<file path="src/rtl/core/budgeted_chunk_upload_scheduler_defines.svh">
// Assertion macros shared by the scheduler RTL.
`ifndef BUDGETED_CHUNK_UPLOAD_SCHEDULER_DEFINES_SVH
`define BUDGETED_CHUNK_UPLOAD_SCHEDULER_DEFINES_SVH

// Same-cycle implication, sampled on clk and disabled in reset.
`define BCUS_ASSERT_NOW(lbl, ante, cons, msg) \
    lbl: assert property (@(posedge clk) disable iff (!rst_n) (ante) |-> (cons)) \
        else $error(msg);

// Next-cycle implication, sampled on clk and disabled in reset.
`define BCUS_ASSERT_NEXT(lbl, ante, cons, msg) \
    lbl: assert property (@(posedge clk) disable iff (!rst_n) (ante) |=> (cons)) \
        else $error(msg);

`endif

</file>
<file path="src/rtl/core/bcus_pkg.sv">
// Package with the types and constants of the chunk upload scheduler.
`default_nettype none
package bcus_pkg;

    localparam int unsigned BUFFER_QUEUE_DEPTH_DEF = 8;
    localparam int unsigned IMAGE_QUEUE_DEPTH_DEF  = 8;
    localparam logic [23:0] FRAME_BUDGET_RESET     = 24'd1048576;

    localparam logic [1:0] CMD_BUF  = 2'd0;
    localparam logic [1:0] CMD_IMG  = 2'd1;
    localparam logic [1:0] CMD_TICK = 2'd2;

    localparam logic [1:0] TGT_VERTEX = 2'd0;
    localparam logic [1:0] TGT_INDEX  = 2'd1;
    localparam logic [1:0] TGT_IMAGE  = 2'd2;

    localparam logic [1:0] STAT_NONE = 2'd0;
    localparam logic [1:0] STAT_BUSY = 2'd1;
    localparam logic [1:0] STAT_DONE = 2'd2;

    typedef struct packed {
        logic [7:0]  tag;
        logic [23:0] vtot;
        logic [23:0] itot;
        logic [23:0] vdone;
        logic [23:0] idone;
    } buf_entry_t;

    typedef struct packed {
        logic [7:0]  tag;
        logic [13:0] width;
        logic [13:0] height;
        logic        rgba;
        logic        pix;
        logic [13:0] rows;
    } img_entry_t;

    typedef enum logic [3:0] {
        S_IDLE,
        S_BRD,
        S_BVTX,
        S_BIDX,
        S_IRD,
        S_ICHK,
        S_IDIV,
        S_IROW,
        S_STAT
    } state_t;

endpackage
`default_nettype wire

</file>
<file path="src/rtl/core/bcus_div.sv">
// Restoring divider of the budget by the bytes per row, one quotient bit per cycle.
`default_nettype none
module bcus_div
    import bcus_pkg::*;
(
    input  wire logic        clk,
    input  wire logic        rst_n,
    input  wire logic        start,
    input  wire logic [23:0] dividend,
    input  wire logic [15:0] divisor,
    output logic             done,
    output logic [23:0]      quotient,
    output logic [15:0]      remainder
);

    logic [23:0] quo_reg, quo_next;
    logic [16:0] rem_reg, rem_next;
    logic [15:0] dsr_reg, dsr_next;
    logic [4:0]  cnt_reg, cnt_next;
    logic        run_reg, run_next;
    logic        done_reg, done_next;
    logic [16:0] rem_shift;

    always_comb
    begin
        quo_next  = quo_reg;
        rem_next  = rem_reg;
        dsr_next  = dsr_reg;
        cnt_next  = cnt_reg;
        run_next  = run_reg;
        done_next = 1'b0;
        rem_shift = {rem_reg[15:0], quo_reg[23]};
        if (start)
        begin
            quo_next = dividend;
            rem_next = '0;
            dsr_next = divisor;
            cnt_next = 5'd0;
            run_next = 1'b1;
        end
        else if (run_reg)
        begin
            if (rem_shift >= {1'b0, dsr_reg})
            begin
                rem_next = rem_shift - {1'b0, dsr_reg};
                quo_next = {quo_reg[22:0], 1'b1};
            end
            else
            begin
                rem_next = rem_shift;
                quo_next = {quo_reg[22:0], 1'b0};
            end
            cnt_next = cnt_reg + 5'd1;
            if (cnt_reg == 5'd23)
            begin
                run_next  = 1'b0;
                done_next = 1'b1;
            end
        end
    end

    always_ff @(posedge clk or negedge rst_n)
    begin
        if (!rst_n)
        begin
            run_reg  <= 1'b0;
            done_reg <= 1'b0;
            cnt_reg  <= 5'd0;
        end
        else
        begin
            run_reg  <= run_next;
            done_reg <= done_next;
            cnt_reg  <= cnt_next;
        end
    end

    always_ff @(posedge clk)
    begin
        quo_reg <= quo_next;
        rem_reg <= rem_next;
        dsr_reg <= dsr_next;
    end

    assign done      = done_reg;
    assign quotient  = quo_reg;
    assign remainder = rem_reg[15:0];

endmodule
`default_nettype wire

</file>
<file path="src/rtl/core/budgeted_chunk_upload_scheduler.sv">
// Top level of the budgeted chunk upload scheduler with its two job queues.
//
// A request is taken when start is high and busy is low. An enqueue request
// (buffer or image job) writes the queue memory and returns one result in the
// next cycle, with accepted low when the queue was full; busy stays low.
// A frame tick with jobs queued loads frame_budget and walks the buffer
// queue, then the image queue. A buffer job is visited in S_BRD, S_BVTX and
// S_BIDX, an image job in S_IRD, S_ICHK, S_IDIV and S_IROW, where the
// bit-serial divider turns the budget into rows. A tick with empty queues
// leaves busy low. Results come one per cycle at most, each marked by
// result_strobe for one cycle, and the tick ends with a status result that
// has last set. The receiver cannot stall the results.
// The config channel (cfg_valid, cfg_ready, cfg_data) writes frame_budget and
// is always ready. Reset empties both queues and sets frame_budget to its
// default; queue entries are not cleared and need no clearing pass.
`default_nettype none
`include "budgeted_chunk_upload_scheduler_defines.svh"
module budgeted_chunk_upload_scheduler
    import bcus_pkg::*;
#(
    parameter int unsigned BUFFER_QUEUE_DEPTH = BUFFER_QUEUE_DEPTH_DEF,
    parameter int unsigned IMAGE_QUEUE_DEPTH  = IMAGE_QUEUE_DEPTH_DEF
)
(
    input  wire logic        clk,
    input  wire logic        rst_n,
    input  wire logic        start,
    output logic             busy,
    input  wire logic [1:0]  cmd,
    input  wire logic [7:0]  job_tag,
    input  wire logic [23:0] vertex_bytes,
    input  wire logic [23:0] index_bytes,
    input  wire logic [13:0] image_width,
    input  wire logic [13:0] image_height,
    input  wire logic        image_rgba,
    input  wire logic        has_pixels,
    input  wire logic        cfg_valid,
    output logic             cfg_ready,
    input  wire logic [23:0] cfg_data,
    output logic             result_strobe,
    output logic             transfer_valid,
    output logic [7:0]       out_tag,
    output logic [1:0]       target,
    output logic [23:0]      chunk_offset,
    output logic [23:0]      chunk_length,
    output logic             job_done,
    output logic             accepted,
    output logic [1:0]       status,
    output logic             last
);

    localparam int unsigned BAW = (BUFFER_QUEUE_DEPTH > 1) ? $clog2(BUFFER_QUEUE_DEPTH) : 1;
    localparam int unsigned IAW = (IMAGE_QUEUE_DEPTH > 1) ? $clog2(IMAGE_QUEUE_DEPTH) : 1;
    localparam int unsigned BCW = $clog2(BUFFER_QUEUE_DEPTH + 1);
    localparam int unsigned ICW = $clog2(IMAGE_QUEUE_DEPTH + 1);
    localparam logic [BCW:0] BDEPTH = (BCW + 1)'(BUFFER_QUEUE_DEPTH);
    localparam logic [ICW:0] IDEPTH = (ICW + 1)'(IMAGE_QUEUE_DEPTH);
    localparam logic [BAW-1:0] BLAST = BAW'(BUFFER_QUEUE_DEPTH - 1);
    localparam logic [IAW-1:0] ILAST = IAW'(IMAGE_QUEUE_DEPTH - 1);

    state_t state_reg, state_next;

    buf_entry_t bmem [BUFFER_QUEUE_DEPTH];
    img_entry_t imem [IMAGE_QUEUE_DEPTH];
    buf_entry_t brd_reg;
    img_entry_t ird_reg;

    logic [BAW-1:0] bhead_reg, bhead_next;
    logic [BCW-1:0] bcount_reg, bcount_next;
    logic [IAW-1:0] ihead_reg, ihead_next;
    logic [ICW-1:0] icount_reg, icount_next;
    logic [23:0]    budget_reg, budget_next;
    logic [23:0]    fbudget_reg;
    logic [23:0]    wv_reg, wv_next;
    logic [15:0]    bpr_reg, bpr_next;

    logic           strobe_reg, strobe_next;
    logic           tv_reg, tv_next;
    logic [7:0]     tag_reg, tag_next;
    logic [1:0]     tgt_reg, tgt_next;
    logic [23:0]    off_reg, off_next;
    logic [23:0]    len_reg, len_next;
    logic           jd_reg, jd_next;
    logic           acc_reg, acc_next;
    logic [1:0]     stat_reg, stat_next;
    logic           last_reg, last_next;

    logic           bwr_en, iwr_en, brd_en, ird_en;
    logic [BAW-1:0] bwr_addr;
    logic [IAW-1:0] iwr_addr;
    buf_entry_t     bwr_data;
    img_entry_t     iwr_data;

    logic [BCW:0]   bsum;
    logic [ICW:0]   isum;
    logic [BAW-1:0] btail;
    logic [IAW-1:0] itail;
    logic           req;

    logic [23:0]    vrem, vc, irem, ic, wi;
    logic [15:0]    bpr_calc;
    logic [13:0]    rrem, rows_n, rows_new;
    logic [29:0]    prod;
    logic           div_start, div_done;
    logic [23:0]    div_q;
    logic [15:0]    div_r;

    assign req       = start && (state_reg == S_IDLE);
    assign busy      = (state_reg != S_IDLE);
    assign cfg_ready = 1'b1;

    assign bsum  = {1'b0, BCW'(bhead_reg)} + {1'b0, bcount_reg};
    assign isum  = {1'b0, ICW'(ihead_reg)} + {1'b0, icount_reg};
    assign btail = (bsum >= BDEPTH) ? BAW'(bsum - BDEPTH) : BAW'(bsum);
    assign itail = (isum >= IDEPTH) ? IAW'(isum - IDEPTH) : IAW'(isum);

    bcus_div u_div
    (
        .clk       (clk),
        .rst_n     (rst_n),
        .start     (div_start),
        .dividend  (budget_reg),
        .divisor   (bpr_calc),
        .done      (div_done),
        .quotient  (div_q),
        .remainder (div_r)
    );

    always_comb
    begin
        state_next = state_reg;
        case (state_reg)
            S_IDLE:
            begin
                if (req && cmd == CMD_TICK && (bcount_reg != '0 || icount_reg != '0))
                begin
                    state_next = S_BRD;
                end
            end
            S_BRD:
            begin
                if (budget_reg == '0 || bcount_reg == '0)
                begin
                    state_next = S_IRD;
                end
                else
                begin
                    state_next = S_BVTX;
                end
            end
            S_BVTX:
            begin
                state_next = S_BIDX;
            end
            S_BIDX:
            begin
                state_next = S_BRD;
            end
            S_IRD:
            begin
                if (budget_reg == '0 || icount_reg == '0)
                begin
                    state_next = S_STAT;
                end
                else
                begin
                    state_next = S_ICHK;
                end
            end
            S_ICHK:
            begin
                if (bpr_calc == '0 || ird_reg.height == '0 || !ird_reg.pix
                    || ird_reg.rows >= ird_reg.height)
                begin
                    state_next = S_IRD;
                end
                else
                begin
                    state_next = S_IDIV;
                end
            end
            S_IDIV:
            begin
                if (div_done)
                begin
                    state_next = S_IROW;
                end
            end
            S_IROW:
            begin
                state_next = S_IRD;
            end
            S_STAT:
            begin
                state_next = S_IDLE;
            end
            default:
            begin
                state_next = S_IDLE;
            end
        endcase
    end

    always_comb
    begin
        bhead_next  = bhead_reg;
        bcount_next = bcount_reg;
        ihead_next  = ihead_reg;
        icount_next = icount_reg;
        budget_next = budget_reg;
        wv_next     = wv_reg;
        bpr_next    = bpr_reg;
        strobe_next = 1'b0;
        tv_next     = 1'b0;
        tag_next    = '0;
        tgt_next    = TGT_VERTEX;
        off_next    = '0;
        len_next    = '0;
        jd_next     = 1'b0;
        acc_next    = 1'b0;
        stat_next   = STAT_NONE;
        last_next   = 1'b0;
        bwr_en      = 1'b0;
        iwr_en      = 1'b0;
        brd_en      = 1'b0;
        ird_en      = 1'b0;
        bwr_addr    = btail;
        iwr_addr    = itail;
        bwr_data    = '{tag: job_tag, vtot: vertex_bytes, itot: index_bytes,
                        vdone: 24'd0, idone: 24'd0};
        iwr_data    = '{tag: job_tag, width: image_width, height: image_height,
                        rgba: image_rgba, pix: has_pixels, rows: 14'd0};
        div_start   = 1'b0;

        vrem     = brd_reg.vtot - brd_reg.vdone;
        vc       = (vrem < budget_reg) ? vrem : budget_reg;
        irem     = brd_reg.itot - brd_reg.idone;
        ic       = (irem < budget_reg) ? irem : budget_reg;
        wi       = brd_reg.idone;
        bpr_calc = ird_reg.rgba ? {ird_reg.width, 2'b00}
                                : ({2'b00, ird_reg.width} + {1'b0, ird_reg.width, 1'b0});
        rrem     = ird_reg.height - ird_reg.rows;
        prod     = 30'(rrem) * 30'(bpr_reg);
        rows_n   = rrem;
        rows_new = ird_reg.rows;

        case (state_reg)
            S_IDLE:
            begin
                if (req)
                begin
                    case (cmd)
                        CMD_BUF:
                        begin
                            strobe_next = 1'b1;
                            tag_next    = job_tag;
                            last_next   = 1'b1;
                            if ({1'b0, bcount_reg} < BDEPTH)
                            begin
                                bwr_en      = 1'b1;
                                bcount_next = bcount_reg + 1'b1;
                                acc_next    = 1'b1;
                            end
                        end
                        CMD_IMG:
                        begin
                            strobe_next = 1'b1;
                            tag_next    = job_tag;
                            last_next   = 1'b1;
                            if ({1'b0, icount_reg} < IDEPTH)
                            begin
                                iwr_en      = 1'b1;
                                icount_next = icount_reg + 1'b1;
                                acc_next    = 1'b1;
                            end
                        end
                        CMD_TICK:
                        begin
                            if (bcount_reg == '0 && icount_reg == '0)
                            begin
                                strobe_next = 1'b1;
                                last_next   = 1'b1;
                            end
                            else
                            begin
                                budget_next = fbudget_reg;
                            end
                        end
                        default:
                        begin
                            strobe_next = 1'b0;
                        end
                    endcase
                end
            end
            S_BRD:
            begin
                brd_en = (budget_reg != '0) && (bcount_reg != '0);
            end
            S_BVTX:
            begin
                wv_next = brd_reg.vdone;
                if (brd_reg.vdone < brd_reg.vtot)
                begin
                    strobe_next = 1'b1;
                    tv_next     = 1'b1;
                    tag_next    = brd_reg.tag;
                    tgt_next    = TGT_VERTEX;
                    off_next    = brd_reg.vdone;
                    len_next    = vc;
                    jd_next     = (vc == vrem) && (brd_reg.idone == brd_reg.itot);
                    wv_next     = brd_reg.vdone + vc;
                    budget_next = budget_reg - vc;
                end
            end
            S_BIDX:
            begin
                if (budget_reg != '0 && brd_reg.idone < brd_reg.itot)
                begin
                    strobe_next = 1'b1;
                    tv_next     = 1'b1;
                    tag_next    = brd_reg.tag;
                    tgt_next    = TGT_INDEX;
                    off_next    = brd_reg.idone;
                    len_next    = ic;
                    jd_next     = (ic == irem);
                    wi          = brd_reg.idone + ic;
                    budget_next = budget_reg - ic;
                end
                bwr_en   = 1'b1;
                bwr_addr = bhead_reg;
                bwr_data = '{tag: brd_reg.tag, vtot: brd_reg.vtot, itot: brd_reg.itot,
                             vdone: wv_reg, idone: wi};
                if (wv_reg == brd_reg.vtot && wi == brd_reg.itot)
                begin
                    bhead_next  = (bhead_reg == BLAST) ? '0 : bhead_reg + 1'b1;
                    bcount_next = bcount_reg - 1'b1;
                end
            end
            S_IRD:
            begin
                ird_en = (budget_reg != '0) && (icount_reg != '0);
            end
            S_ICHK:
            begin
                bpr_next = bpr_calc;
                if (bpr_calc == '0 || ird_reg.height == '0 || !ird_reg.pix
                    || ird_reg.rows >= ird_reg.height)
                begin
                    ihead_next  = (ihead_reg == ILAST) ? '0 : ihead_reg + 1'b1;
                    icount_next = icount_reg - 1'b1;
                end
            end
            S_IDIV:
            begin
                div_start = 1'b0;
            end
            S_IROW:
            begin
                if (div_q >= 24'(rrem))
                begin
                    rows_n      = rrem;
                    budget_next = budget_reg - prod[23:0];
                end
                else
                begin
                    rows_n      = div_q[13:0] + 14'(div_r != '0);
                    budget_next = '0;
                end
                rows_new    = ird_reg.rows + rows_n;
                strobe_next = 1'b1;
                tv_next     = 1'b1;
                tag_next    = ird_reg.tag;
                tgt_next    = TGT_IMAGE;
                off_next    = 24'(ird_reg.rows);
                len_next    = 24'(rows_n);
                jd_next     = (rows_new == ird_reg.height);
                iwr_en      = 1'b1;
                iwr_addr    = ihead_reg;
                iwr_data    = '{tag: ird_reg.tag, width: ird_reg.width,
                                height: ird_reg.height, rgba: ird_reg.rgba,
                                pix: ird_reg.pix, rows: rows_new};
                if (rows_new == ird_reg.height)
                begin
                    ihead_next  = (ihead_reg == ILAST) ? '0 : ihead_reg + 1'b1;
                    icount_next = icount_reg - 1'b1;
                end
            end
            S_STAT:
            begin
                strobe_next = 1'b1;
                last_next   = 1'b1;
                stat_next   = (bcount_reg == '0 && icount_reg == '0) ? STAT_DONE : STAT_BUSY;
            end
            default:
            begin
                strobe_next = 1'b0;
            end
        endcase

        if (state_reg == S_ICHK && state_next == S_IDIV)
        begin
            div_start = 1'b1;
        end
    end

    always_ff @(posedge clk)
    begin
        if (bwr_en)
        begin
            bmem[bwr_addr] <= bwr_data;
        end
        if (brd_en)
        begin
            brd_reg <= bmem[bhead_reg];
        end
    end

    always_ff @(posedge clk)
    begin
        if (iwr_en)
        begin
            imem[iwr_addr] <= iwr_data;
        end
        if (ird_en)
        begin
            ird_reg <= imem[ihead_reg];
        end
    end

    always_ff @(posedge clk or negedge rst_n)
    begin
        if (!rst_n)
        begin
            state_reg   <= S_IDLE;
            bhead_reg   <= '0;
            bcount_reg  <= '0;
            ihead_reg   <= '0;
            icount_reg  <= '0;
            budget_reg  <= '0;
            fbudget_reg <= FRAME_BUDGET_RESET;
            strobe_reg  <= 1'b0;
        end
        else
        begin
            state_reg  <= state_next;
            bhead_reg  <= bhead_next;
            bcount_reg <= bcount_next;
            ihead_reg  <= ihead_next;
            icount_reg <= icount_next;
            budget_reg <= budget_next;
            strobe_reg <= strobe_next;
            if (cfg_valid && cfg_ready)
            begin
                fbudget_reg <= cfg_data;
            end
        end
    end

    always_ff @(posedge clk)
    begin
        wv_reg   <= wv_next;
        bpr_reg  <= bpr_next;
        tv_reg   <= tv_next;
        tag_reg  <= tag_next;
        tgt_reg  <= tgt_next;
        off_reg  <= off_next;
        len_reg  <= len_next;
        jd_reg   <= jd_next;
        acc_reg  <= acc_next;
        stat_reg <= stat_next;
        last_reg <= last_next;
    end

    assign result_strobe  = strobe_reg;
    assign transfer_valid = tv_reg;
    assign out_tag        = tag_reg;
    assign target         = tgt_reg;
    assign chunk_offset   = off_reg;
    assign chunk_length   = len_reg;
    assign job_done       = jd_reg;
    assign accepted       = acc_reg;
    assign status         = stat_reg;
    assign last           = last_reg;

    `BCUS_ASSERT_NOW(a_bcount_range, 1'b1, {1'b0, bcount_reg} <= BDEPTH, "buffer count overflow")
    `BCUS_ASSERT_NOW(a_icount_range, 1'b1, {1'b0, icount_reg} <= IDEPTH, "image count overflow")
    `BCUS_ASSERT_NEXT(a_stat_last, state_reg == S_STAT, result_strobe && last, "tick lacks status")
    `BCUS_ASSERT_NOW(a_chunk_not_last, result_strobe && transfer_valid, !last && !accepted,
        "chunk result marked last")

endmodule
`default_nettype wire
</file>
<file path="config.mk">
export PLATFORM = sky130hd
export DESIGN_NAME = budgeted_chunk_upload_scheduler
export DESIGN_NICKNAME = d
export VERILOG_FILES = /design/src/rtl/core/bcus_pkg.sv /design/src/rtl/core/bcus_div.sv /design/src/rtl/core/budgeted_chunk_upload_scheduler.sv
export VERILOG_INCLUDE_DIRS = /design/src /design/src/rtl/core
export SDC_FILE = /design/constraint.sdc
export NUM_CORES = 2
export LEC_CHECK = 0
export BUFFER_PORTS_ARGS = -buffer_cell sky130_fd_sc_hd__buf_2
export CAP_MARGIN = 5
export CORE_ASPECT_RATIO = 2
export CORE_MARGIN = 8
export CORE_UTILIZATION = 40
export DETAILED_ROUTE_END_ITERATION = 16
export GPL_TIMING_DRIVEN = 0
export PLACE_DENSITY_LB_ADDON = 0.08
export RECOVER_POWER = 100
export SLEW_MARGIN = 25
export SYNTH_ARGS = -nofsm -noshare
export SYNTH_HDL_FRONTEND = slang
export SYNTH_SLANG_ARGS = --single-unit
</file>
<file path="constraint.sdc">
create_clock -name clk -period 11.05 [get_ports clk]
set_input_delay 3.315 -clock clk [delete_from_list [all_inputs] [get_ports clk]]
set_output_delay 3.315 -clock clk [all_outputs]
set_load 0.01 [all_outputs]
</file>
After elaboration in Yosys (flattened, before gate mapping). Memory sizes are Yosys's and may differ from the RTL's. A register that Yosys moved wholly into a read port is not among the register bits. Index checks and enable logic that the tools add are counted.

Add/subtract/negate cells: 23. Multipliers: 1. $lt $le $gt $ge: 11. Eq/ne operators: 32. Mux-type cells: 96. Reductions and logical operators: 42.

Operators by type and width (number): $mux 24 (17); $pmux 24 s3 (2); $eq 24x24->1 (5); $sub 24x24->24 (5); $mux 104 (1); $lt 24x24->1 (4); $pmux 24 s4 (1); $mux 52 (1); $add 24x24->24 (2); $mux 4 (12); $mux 16 (2); $mux 8 (4); $pmux 4 s8 (1); $pmux 8 s4 (1); $mux 14 (2); $mux 1 (27); $mux 3 (9); $ge 24x14->1 (1); $logic_not 24->1 (1); $mul 14x16->24 (1); $reduce_bool 24->1 (1); $eq 4x3->1 const B (5); $ge 17x16->1 (1); $add 14x15->16 (1); other kinds (48) (98).

Register bits after elaboration: 234. Memory bits (writable): 1248. Bits of input ports: 116. Output and inout port bits: 67. Word-level logic and storage cells: 232. Memories: 2.

Memory list: bmem (depth 8, bits a word 104, rd ports 1, clocked after memory_dff 1, wr ports 1, line budgeted_chunk_upload_scheduler.sv:63) `buf_entry_t bmem [BUFFER_QUEUE_DEPTH];`; imem (depth 8, bits a word 52, rd ports 1, clocked after memory_dff 1, wr ports 1, line budgeted_chunk_upload_scheduler.sv:64) `img_entry_t imem [IMAGE_QUEUE_DEPTH];`.

Logic depth before layout (Yosys ltp).
Depth in word-level cells: 12. Depth in mapped cells: 38. Gate-level depth less buffers: 37.

Modules after synthesis. A second synthesis with hierarchy kept.

Cells, all modules: 5869. Area, all modules: 82803.2 sq um.

By module, submodules not included: budgeted_chunk_upload_scheduler (instances 1, cells an instance 5568, area each 79428.7 sq um, seq. area each 46320.7 sq um); bcus_div (instances 1, cells an instance 301, area each 3374.5 sq um, seq. area each 1696.6 sq um).

Worst setup path after synthesis. OpenSTA, ideal clock, no wires.

Path kind: input -> register. Start point: input start. End point: memory bmem[7][0] in the netlist's numbering (enable). Setup time: 0.694 ns. Data arrival time: 11.353 ns. Data required time: 10.356 ns. Slack: -0.997 ns. Stages: 5. Path buffers: 0. Path through: and3_1 nor2b_1 nor3b_1 a22oi_1 nor3_1.

Word-level cells in the longest chain between the ends: 5.

Ends and longest elaborated chain: start, declared (line budgeted_chunk_upload_scheduler.sv:27) `input wire logic start,`; $logic_and 1x1->1 (line budgeted_chunk_upload_scheduler.sv:108) `assign req = start && (state_reg == S_IDLE);`; $mux 1 (line budgeted_chunk_upload_scheduler.sv:250) `if (req)`; $pmux 1 s2 (line budgeted_chunk_upload_scheduler.sv:247) `case (state_reg)`; $mux 1 (line budgeted_chunk_upload_scheduler.sv:409) `if (bwr_en)`; $mux 1 (implied by the code) (line budgeted_chunk_upload_scheduler.sv:411) `bmem[bwr_addr] <= bwr_data;`; end, declared (line budgeted_chunk_upload_scheduler.sv:63).

Every way passes these cells.

Worst setup path after layout.
Start point: register brd_reg[48] (netlist name). End point: register bcount_reg[2].

Word-level cells in the longest chain between the ends: 10. Elaborated cells on any way between the ends: 12. Classes of those cells: add/sub: 2; order compare: 2; eq/ne: 2; mux: 3; reduce/logical: 3.

Ends and longest elaborated chain: $sub 24x24->24 (line budgeted_chunk_upload_scheduler.sv:237) `irem = brd_reg.itot - brd_reg.idone;`; $lt 24x24->1 (line budgeted_chunk_upload_scheduler.sv:238) `ic = (irem < budget_reg) ? irem : budget_reg;`; $mux 24 (line budgeted_chunk_upload_scheduler.sv:238); $add 24x24->24 (line budgeted_chunk_upload_scheduler.sv:327) `wi = brd_reg.idone + ic;`; $mux 24 (line budgeted_chunk_upload_scheduler.sv:318) `if (budget_reg != '0 && brd_reg.idone < brd_reg.itot)`; $mux 24 (line budgeted_chunk_upload_scheduler.sv:247); $eq 24x24->1 * (line budgeted_chunk_upload_scheduler.sv:334) `if (wv_reg == brd_reg.vtot && wi == brd_reg.itot)`; $logic_and 1x1->1 * (line budgeted_chunk_upload_scheduler.sv:334); $ne 2x2->1 (no source line) *; $reduce_and 5->1 (no source line) *; end signal, assigned (line budgeted_chunk_upload_scheduler.sv:448) `bcount_reg <= bcount_next;`; end, declared (line budgeted_chunk_upload_scheduler.sv:69) `logic [BCW-1:0] bcount_reg, bcount_next;`.

Mark *: on every way between the ends. The rest lies on a longest branch, timed or not. The select of a mux whose other input is x is not followed. A chain may end at the register's enable or synchronous reset.

==> flow_summary_export.csv <==
group,metric,value,unit
outcome,outcome,"finished, violations left",
outcome,violations,"capacitance limit, slew limit",
routing,drc,0,
grt,grt_pass1_vias,54400,
setup_path,cp_slowest_cell,"a311oi_1",
routing,drtAntennaViolNets,0,
setup_path,worstSetupStartpoint,"brd_reg[48]",
timing,max_freq,0.0935,GHz
final_layout,syn2layout_area_growth,12.2,%
power,p_leak,34.2,nW
power,vdd_drop_max,156,uV
setup_path,reg2reg_from,"brd_reg[48]",
timing,skew,84.5,ps
setup_path,setup.worst_path.end_class,"register",
routing,routed_wl,280000,um
grt,grt_max_degree,54,
clock_tree,clkTransAtPathRegs,70,ps
logic_synthesis,synth_edf_count,1484,
floorplanning,initial_core_util,0.402,
worst_hold_path,min_from,"u_div.rem_reg[15]",
logic_synthesis,synth-simple-area-share,0.0753,
logic_synthesis,yosysSeqAreaShare,0.580,
clock_tree,cts_tree,"built",
grt,grt_pass1_wl,394000,um
final_layout,largest_reg_flops,832,
clock_tree,clk_latency,840,ps
placed_design,port_buffers,180,
timing,drv_slew,317,
setup_path,cp_max_fo,10,
routing,first_pass_iters,9,
clock_tree,cts.sinks,1638,
grt,antenna_found_initial,14,
logic_synthesis,synth_seq_cells,1638,
power,cellPowerDensity,133,nW/um^2
clock_tree,cts_buffers,160,
power,totalPowerFinal,0.0124,W
routing,wl_per_cell,30.4,um
logic_synthesis,syn_area,82800,um^2
placed_design,dp.cells,8922,
grt,global_route.overflow_total,0,
setup_path,crit_type,"reg -> reg",
logic_synthesis,synth_top_family_by_area,"multiplexers",
final_layout,final_common_cell,"edfxtp_1",
logic_synthesis,synthAdderAreaFrac,0.0938,
timing,min_period_over_period,0.967,
floorplanning,dieArea,223000,um^2
logic_synthesis,yosysWarnings,0,
final_layout,fin_nets,6970,
floorplanning,core,206000,um^2
routing,vias,52200,
routing,drt_iter0_drc,4196,
logic_synthesis,synthCells,5859,
clock_tree,cts_root_buf,"clkbuf_16",
timing,tns,0,ps
routing,vias_per_cell,5.67,
timing,fin_crit,10690,ps
final_layout,drive_gt1_frac,0.146,
logic_synthesis,yosysUniqueCellTypes,97,
grt,track_usage,0.247,
timing,tightest_slew,3590,ps
final_layout,fin_util,0.451,
timing,maxSlewHeadroom,-1.40,
timing,hold_violations,0,
logic_synthesis,synth_mux_area_frac,0.120,
clock_tree,cts_max_level,4,
placed_design,hpwlAfterDp,217000,um
setup_path,crit_path_max_incr_delay,640,ps
floorplanning,rows,236,
job,cap_viol_max_count,18,
logic_synthesis,synth_compound_area_frac,0.0668,
final_layout,final_cell_mix,"edfxtp_1, nand2_1, inv_1",
logic_synthesis,synth_xor_area_frac,0.0330,
logic_synthesis,avgSynthCellArea,14.1,um^2
logic_synthesis,ys.flop_type,"edfxtp_1",
setup_path,arrival,11410,ps
setup_path,cp.required,11770,ps
floorplanning,ios,183,
floorplanning,die_y,660,um
worst_hold_path,hp-class,"reg -> reg",
placed_design,gp_congestion,0.970,
timing,setup_viol,0,
final_layout,stdcell_count,9207,
floorplanning,die_x,338,um
timing,rsz0062_at_grt,"no",
setup_path,startpoint_type,"register",
logic_synthesis,async_flop_share,0.0452,
logic_synthesis,syn-num-nets,6482,
clock_tree,cts_buffer_depth,4,
[report_power, final]
group / total (W) / switching [W] / internal (W)
clock: 0.00554 / 0.00241 / 0.00313
combinational: 0.000101 / 0.0000720 / 0.0000291
sequential: 0.00672 / 0.0000122 / 0.00671
total: 0.0124 / 0.00249 / 0.00987
[path summary, 6_finish.rpt]
check | to | slack, ps | cells after the start
setup / recovery | bcount_reg[2] | 360 | 33
hold / removal | u_div.rem_reg[15] | 480 | 2
setup reg to reg | bcount_reg[2] | 360 | 33
hold reg to reg | u_div.rem_reg[15] | 480 | 2
max in group asynchronous | bhead_reg[2] | 4070 | 2
min in group asynchronous | u_div.cnt_reg[0] | 2890 | 1
[cell usage after synthesis, types with 34 or more instances]
master,number,area share
xor2_1,95,0.010
mux4_2,312,0.085
dfrtp_1,73,0.022
o21a_1,35,0.0032
inv_1,441,0.020
ha_1,317,0.048
xnor2_1,199,0.021
and2_1,150,0.011
nor3_1,56,0.0034
mux2_2,225,0.031
a222oi_1,34,0.0041
nand4_1,38,0.0029
buf_1,54,0.0024
a211oi_1,46,0.0042
nor2_1,224,0.010
dfxtp_1,80,0.019
nand3_1,62,0.0037
fa_1,190,0.046
nor2b_1,40,0.0030
edfxtp_1,1484,0.54
clkbuf_1,186,0.0084
nor4_1,36,0.0027
a21o_1,72,0.0065
a21oi_1,208,0.013
o21ai_0,196,0.012
and3_1,44,0.0033
nand2_1,537,0.024
[what timing repair did]
action,4_1_cts,5_1_grt
hold buffers,0,0
setup endpoints to repair,2,13
setup buffers,0,0
pin swaps,0,0
gates resized for setup,1,7
[worst max-delay path: cells and delay by family, from the launching register on]
kind,cells,cell delay (ps)
AO/OA/AOI/OAI,12,3930
XOR/XNOR,2,740
adder cells (fa/ha/maj),4,1310
buffers and inverters,5,1410
flip-flops,1,600
multiplexers,2,720
AND/OR/NAND/NOR,8,1820
[cell families after synthesis]
family,count (synthesis)
AND/OR/NAND/NOR,1306
other,1
AO/OA/AOI/OAI,841
buffers and inverters,694
XOR/XNOR,301
adder cells (fa/ha/maj),507
flip-flops,1638
multiplexers,571
[routing by layer]
metal  global-route usage  wire [um]
met1                0.284     104000
met4                0.133      19200
met3               0.0285      12100
met5                    0         33
met2                0.444     145000
[through the flow]
stage,instance area [um^2],setup slack [ps],hold WS (ps)
floorplan,82800,1840,441
global placement,87200,-8610,473
detailed placement,89600,-200,471
CTS,94800,51.0,480
global route,92900,71.3,511
finish,92900,360,476
[cell type report]
cell class / count / area, um^2
repair buffers: 326 / 1390
plain buffers: 251 / 993
multi-input cells: 3527 / 32300
diodes: 4 / 10.0
well taps: 2737 / 3420
clock inverters: 71 / 674
clock buffers: 210 / 4500
flip-flops and latches: 1638 / 48000
fillers: 19000 / 113000
inverters: 443 / 1660
Power figures use the tool's default switching activity.
